File: src/rtl/tfk_pkg.sv
package tfk_pkg;

  localparam int TRIG_ITERATIONS = 16;
  localparam int CORDIC_STEPS = (TRIG_ITERATIONS < 24) ? TRIG_ITERATIONS : 24;
  localparam int CW = 34;
  localparam int TRIG_LATENCY = CORDIC_STEPS + 2;

  localparam logic signed [CW-1:0] CORDIC_GAIN = 34'sd652032874;
  localparam logic signed [15:0] SMALL_TRIG_LIMIT = 16'sd32;
  localparam logic [15:0] LINK_LENGTH_RESET = 16'd8192;

  localparam logic [1:0] REG_FIRST_LINK_LENGTH = 2'd0;
  localparam logic [1:0] REG_SECOND_LINK_LENGTH = 2'd1;

  typedef logic signed [15:0] trig_t;

  function automatic logic signed [CW-1:0] atan_at(input int i);
    logic signed [CW-1:0] a;
    unique case (i)
      0: a = 34'sd536870912;
      1: a = 34'sd316933406;
      2: a = 34'sd167458907;
      3: a = 34'sd85004756;
      4: a = 34'sd42667331;
      5: a = 34'sd21354465;
      6: a = 34'sd10679838;
      7: a = 34'sd5340245;
      8: a = 34'sd2670163;
      9: a = 34'sd1335087;
      10: a = 34'sd667544;
      11: a = 34'sd333772;
      12: a = 34'sd166886;
      13: a = 34'sd83443;
      14: a = 34'sd41722;
      15: a = 34'sd20861;
      16: a = 34'sd10430;
      17: a = 34'sd5215;
      18: a = 34'sd2608;
      19: a = 34'sd1304;
      20: a = 34'sd652;
      21: a = 34'sd326;
      22: a = 34'sd163;
      default: a = 34'sd81;
    endcase
    return a;
  endfunction

endpackage

File: src/rtl/tfk_cordic.sv
module tfk_cordic (
  input  logic                clk,
  input  logic                rst,
  input  logic                en,
  input  logic                in_valid,
  input  logic [15:0]         angle,
  output logic                out_valid,
  output tfk_pkg::trig_t      cos_q,
  output tfk_pkg::trig_t      sin_q
);

  localparam int N = tfk_pkg::CORDIC_STEPS;
  localparam int CW = tfk_pkg::CW;

  logic signed [CW-1:0] xs [0:N];
  logic signed [CW-1:0] ys [0:N];
  logic signed [CW-1:0] zs [0:N];
  logic                 fl [0:N];
  logic                 v  [0:N];

  logic        flip;
  logic [15:0] folded;

  assign flip = angle[15] ^ angle[14];
  assign folded = {angle[15] ^ flip, angle[14:0]};

  function automatic tfk_pkg::trig_t finish(input logic signed [CW-1:0] x, input logic neg);
    logic signed [CW-1:0] q;
    logic signed [CW-1:0] r;
    tfk_pkg::trig_t t;
    q = neg ? -x : x;
    r = (q + 34'sd16384) >>> 15;
    if (r > 34'sd32767) t = 16'sd32767;
    else if (r < -34'sd32768) t = -16'sd32768;
    else t = r[15:0];
    if (t <= tfk_pkg::SMALL_TRIG_LIMIT && t >= -tfk_pkg::SMALL_TRIG_LIMIT) t = '0;
    return t;
  endfunction

  always_ff @(posedge clk) begin
    if (rst) v[0] <= 1'b0;
    else if (en) v[0] <= in_valid;
    if (en) begin
      xs[0] <= tfk_pkg::CORDIC_GAIN;
      ys[0] <= '0;
      zs[0] <= CW'($signed({folded, 16'h0000}));
      fl[0] <= flip;
    end
  end

  for (genvar i = 0; i < N; i++) begin : g_step
    always_ff @(posedge clk) begin
      if (rst) v[i+1] <= 1'b0;
      else if (en) v[i+1] <= v[i];
      if (en) begin
        fl[i+1] <= fl[i];
        if (!zs[i][CW-1]) begin
          xs[i+1] <= xs[i] - (ys[i] >>> i);
          ys[i+1] <= ys[i] + (xs[i] >>> i);
          zs[i+1] <= zs[i] - tfk_pkg::atan_at(i);
        end else begin
          xs[i+1] <= xs[i] + (ys[i] >>> i);
          ys[i+1] <= ys[i] - (xs[i] >>> i);
          zs[i+1] <= zs[i] + tfk_pkg::atan_at(i);
        end
      end
    end
  end

  always_ff @(posedge clk) begin
    if (rst) out_valid <= 1'b0;
    else if (en) out_valid <= v[N];
    if (en) begin
      cos_q <= finish(xs[N], fl[N]);
      sin_q <= finish(ys[N], fl[N]);
    end
  end

endmodule

File: config.mk
export PLATFORM = sky130hd
export DESIGN_NAME = tfk_cordic
export DESIGN_NICKNAME = d
export VERILOG_FILES = /design/src/rtl/tfk_pkg.sv /design/src/rtl/tfk_cordic.sv
export SDC_FILE = /design/constraint.sdc
export NUM_CORES = 2
export LEC_CHECK = 0
export ABC_AREA = 1
export BUFFER_PORTS_ARGS = -buffer_cell sky130_fd_sc_hd__buf_4
export CORE_ASPECT_RATIO = 0.9
export CORE_UTILIZATION = 25
export DETAILED_ROUTE_END_ITERATION = 8
export SLEW_MARGIN = 20
export SYNTH_ARGS = -nofsm -noshare
export SYNTH_HDL_FRONTEND = slang
export SYNTH_SLANG_ARGS = --single-unit
File: constraint.sdc
create_clock -name clk -period 10.6 [get_ports clk]
set_input_delay 0.53 -clock clk [delete_from_list [all_inputs] [get_ports clk]]
set_output_delay 0.53 -clock clk [all_outputs]
set_load 0.02 [all_outputs]
=== After elaboration in Yosys (flattened, before gate mapping) ===
Memory sizes are Yosys's and may differ from the RTL's. A register that Yosys moved wholly into a read port is not among the register bits.
Index checks and enable logic that the tools add are counted.

* Register bits after elaboration: 32
* Bits in writable memories: 1,768
* Input port bits: 20
* Output and inout bits: 33
* Word-level logic and storage cells: 358
* Memories kept: 5

{| class="wikitable"
|+ Memory list
! memory !! words !! width !! rd ports !! clocked after memory_dff !! wr ports !! line !! source
|-
| xs || 17 || 34 || 17 || 0 || 17 || tfk_cordic.sv:15 || <nowiki>logic signed [CW-1:0] xs [0:N];</nowiki>
|-
| ys || 17 || 34 || 17 || 0 || 17 || tfk_cordic.sv:16 || <nowiki>logic signed [CW-1:0] ys [0:N];</nowiki>
|-
| zs || 17 || 34 || 16 || 0 || 17 || tfk_cordic.sv:17 || <nowiki>logic signed [CW-1:0] zs [0:N];</nowiki>
|-
| fl || 17 || 1 || 17 || 0 || 17 || tfk_cordic.sv:18 || <nowiki>logic fl [0:N];</nowiki>
|-
| v || 17 || 1 || 17 || 1 || 17 || tfk_cordic.sv:19 || <nowiki>logic v [0:N];</nowiki>
|}

* $add $sub $neg: 99
* Magnitude comparators: 8
* Mux-type cells: 175
* Bitwise operators: 67
* Reductions and logical operators: 2

{| class="wikitable"
|+ Operator list
! cell !! count
|-
| $mux W34 || 50
|-
| $mux W1 || 119
|-
| $add A34 B16 Y34 const B || 3
|-
| $mux W16 || 6
|-
| $add A34 B19 Y34 || 2
|-
| $add A34 B20 Y34 || 2
|-
| $add A34 B21 Y34 || 2
|-
| $add A34 B22 Y34 || 2
|-
| $add A34 B23 Y34 || 2
|-
| $add A34 B24 Y34 || 2
|-
| $add A34 B25 Y34 || 2
|-
| $add A34 B26 Y34 || 2
|-
| $add A34 B27 Y34 || 2
|-
| $add A34 B28 Y34 || 2
|-
| $add A34 B29 Y34 || 2
|-
| $add A34 B30 Y34 || 2
|-
| $add A34 B31 Y34 || 2
|-
| $add A34 B32 Y34 || 2
|-
| $add A34 B33 Y34 || 2
|-
| $neg A34 Y34 || 2
|-
| $sub A34 B19 Y34 || 2
|-
| $sub A34 B20 Y34 || 2
|-
| $sub A34 B21 Y34 || 2
|-
| $sub A34 B22 Y34 || 2
|-
| 51 further kinds || 133
|}

=== Depth between registers and ports, before layout ===
* Depth after elaboration: 9
* Gate-level depth with buffers: 28
* Gate-level depth less buffers: 28

=== Worst setup path before layout ===
No wires, ideal clock.

* Kind: input -> register
* From: in en
* To: mem xs[8][29], data pin
* Library setup time: 0.258 ns
* Data arrival time: 4.711 ns
* Required time: 10.342 ns
* Setup slack: 5.631 ns
* Cell stages on the path: 21
* Path buffers: 4
* Path through: clkbuf_1 -> buf_1 -> nand2_1 -> inv_1 -> clkbuf_1 -> clkbuf_1 -> nor2_1 -> xor2_1 -> ha_1 -> nand3_1 -> nand2_1 -> a21oi_1 -> o21ai_0 -> a21boi_0 -> o21bai_1 -> a21oi_1 -> o21ai_0 -> a21oi_1 -> o21bai_1 -> a21oi_1 -> xnor2_1

{| class="wikitable"
|+ RTL lines
! element !! line !! source
|-
| from (decl) || tfk_cordic.sv:4 || <nowiki>input logic en,</nowiki>
|-
| to (decl) || tfk_cordic.sv:15 ||
|}

==> impl_metrics.env <==
export IMPL_status="finished, final reports clean"
export IMPL_slew_viol_final=0
export IMPL_syn_area_sq_um=126000
export IMPL_met3_usage_pct=1.27
export IMPL_skew_ns=0.109
export IMPL_synth_seq_area_share_pct=36.0
export IMPL_hold_viol_final=0
export IMPL_worstPathRequired_ns=11.27
export IMPL_cts_hold_buffers=17
export IMPL_synth_top_cells_by_count="nand2_1, inv_1, edfxtp_1"
export IMPL_vias=100123
export IMPL_ant_nets=0
export IMPL_insertion_delay_ns=0.89
export IMPL_cp_max_fo=132
export IMPL_antenna_found_initial=3
export IMPL_grt_max_degree=174
export IMPL_die_h_microns=676
export IMPL_yosysMostFrequentCell="nand2_1"
export IMPL_ys_async_sr_fraction_pct=0
export IMPL_cp_startpoint="en"
export IMPL_ys_warn_count=0
export IMPL_grt_pass1_wl_microns=510000
export IMPL_drive_above_1_share_pct=3.16
export IMPL_synth_largest_area_cell="edfxtp_1"
export IMPL_grt_ovfl_total=0
export IMPL_fin_setup_tns_ns=0
export IMPL_fin_crit_ns=5.58
export IMPL_die_x_microns=751
export IMPL_setup_viol=0
export IMPL_avgRoutedWirePerCell_microns=14.5
export IMPL_ys_ff_latch=1512
export IMPL_syn_num_nets=16388
export IMPL_clock_root_buffer="clkbuf_16"
export IMPL_grtUsageMet1_pct=16.0
export IMPL_die_area_sq_um=508000
export IMPL_crit_path_start_kind="input port"
export IMPL_dr_pass1_iters=7
export IMPL_synthTopCellsByArea="edfxtp_1, ha_1, xor2_1"
export IMPL_ys_types=64
export IMPL_cp_end_kind="register"
export IMPL_worst_pin_slew_ns=1.09
export IMPL_cp_arrival_ns=6.26
export IMPL_synth_edff_count=1511
export IMPL_drc=0
export IMPL_hold_class="input port to register"
export IMPL_slew_headroom_pct=27.3
export IMPL_clkTransAtPathRegs_ns=0.06
export IMPL_clock_sinks=1512
export IMPL_clk_path_buf_depth=4
export IMPL_r2r_slack_ns=5.04
export IMPL_vias_per_cell=4.56
export IMPL_gr_usage_met2_pct=20.6
export IMPL_place_hpwl_microns=257000
export IMPL_wirelength_microns=317000
export IMPL_worstSetupPathType="input port to register"
export IMPL_drt_iter0_drc=6651
export IMPL_placementRows=247
export IMPL_yosysTopAreaCellShare_pct=36.0
export IMPL_rr_endpoint="xs[12][27]$_DFFE_PP_"
export IMPL_r2r_start="zs[11][33]$_DFFE_PP_"
export IMPL_period_share_pct=52.7
export IMPL_cts_htree_levels=4
export IMPL_finalNetCount=16536
export IMPL_worstSetupEndpoint="ys[4][25]$_DFFE_PP_"
export IMPL_ios=53
export IMPL_grt_pass1_vias=96549
export IMPL_gp_congestion=0.913
export IMPL_grtUsageTotal_pct=12.1
export IMPL_syn_to_final_growth_pct=11.6
export IMPL_cts_resized=0
export IMPL_cts_setup_buffers=0
export IMPL_syn_inst=14947
export IMPL_start_util_pct=25.1
export IMPL_rr_worst_depth=19
export IMPL_rsz0062_at_grt="no"
export IMPL_tritoncts="done"
export IMPL_cts_buffers_inserted=175
export IMPL_nFillCells=53565
export IMPL_max_cap_viol_count=0
export IMPL_io_buffer_count=52
export IMPL_max_freq_mhz=179
export IMPL_core_sq_um=503000
export IMPL_synth_flop_cell="edfxtp_1"
export IMPL_avgSynthCellArea_sq_um=8.44
export IMPL_grt_busiest_layer="met2"
==> per-stage QoR <==
step                utilization (%)  hold WS (ns)  instance area (sq um)  worst slack [ns]  instances
detailed placement             26.8         0.405                 135000              4.28      21624
global placement               26.8         0.402                 135000              4.31      21624
global route                   28.0        0.0939                 141000              4.50      21957
floorplan                         -         0.400                 126000              5.63      14947
finish                         28.0         0.152                 141000              5.02      21957
CTS                            28.0        0.0603                 141000              5.04      21955
==> state kept, by name, indices dropped and copies added, names as in the netlist <==
register / flops
ys: 511
xs: 484
zs: 450
fl: 17
v: 17
cos_q: 16
sin_q: 16
out_valid: 1
==> critical path, stage by stage <==
cell,delay [ns]
buf_16,0.15
buf_12,0.50
nand2_2,0.14
buf_4,0.51
inv_1,0.38
buf_4,0.35
o21ai_0,0.34
ha_1,0.30
nand3_1,0.08
nand2_1,0.10
a21oi_1,0.30
o21bai_1,0.15
a21boi_0,0.31
o21ai_0,0.28
a21oi_1,0.26
o21ai_0,0.15
a21boi_0,0.37
o21ai_0,0.22
a21oi_1,0.20
xnor2_1,0.09
==> how the worst min path moves through the flow <==
| stage | from | endpoint | slack, ns | cells past startpoint |
|---|---|---|---|---|
| 5_1_grt | angle[15] | fl[0][0]$_DFFE_PP_ | 0.09 | 2 |
| 4_1_cts | angle[15] | fl[0][0]$_DFFE_PP_ | 0.06 | 2 |
| 3_3_place_gp | zs[0][23]$_DFFE_PP_ | zs[1][23]$_DFFE_PP_ | 0.40 | 0 |
| 3_5_place_dp | zs[0][21]$_DFFE_PP_ | zs[1][21]$_DFFE_PP_ | 0.40 | 0 |
| 2_1_floorplan | fl[0][9]$_DFFE_PP_ | fl[0][10]$_DFFE_PP_ | 0.40 | 0 |
| 6_report | angle[15] | fl[0][0]$_DFFE_PP_ | 0.15 | 2 |
==> per-layer routing <==
layer	routed length, microns	vias up
li1	-	51966
met1	150000	45779
met2	145000	1858
met3	11500	520
met4	10700	0
met5	0	-
==> layout make-up <==
cell class	count	area [sq um]	area share [%]
Clock inverter	122	1390	0.983
Clock buffer	192	4490	3.18
Multi-Input combinational cell	11595	73900	52.4
Tap cell	6723	8410	5.97
Timing Repair Buffer	109	931	0.661
Sequential cell	1512	45400	32.2
Inverter	1702	6390	4.54
Antenna cell	2	5.00	0.00355
==> cells by family (layout without fill, tap and decap cells) <==
family | count (synthesis) | in the layout | share of synthesized area [%]
simple gates | 5284 | 5284 | 17.4
xor+xnor | 1964 | 1964 | 13.6
flops | 1512 | 1512 | 36.0
fa+ha+maj | 1421 | 1421 | 14.3
buf+inv | 1840 | 2125 | 5.53
compound gates | 2926 | 2926 | 13.1
other cells | 0 | 2 | 0
==> cells in the final DEF, fill, tap and decap left out, types with 149 or more instances in the layout <==
cell and n:
a31oi_1 227, o21ai_0 590, ha_1 1379, a21oi_1 1487, o211ai_1 149, xor2_1 1388, nand2_1 2883, nand3_1 450
nor3_1 206, nor2_1 1261, xnor2_1 575, edfxtp_1 1511, nand4_1 229, clkbuf_16 177, inv_1 1689
Power is left out: the tool's default activity adds up to more than one toggle a clock period on the data nets, which glitch-free logic cannot reach.
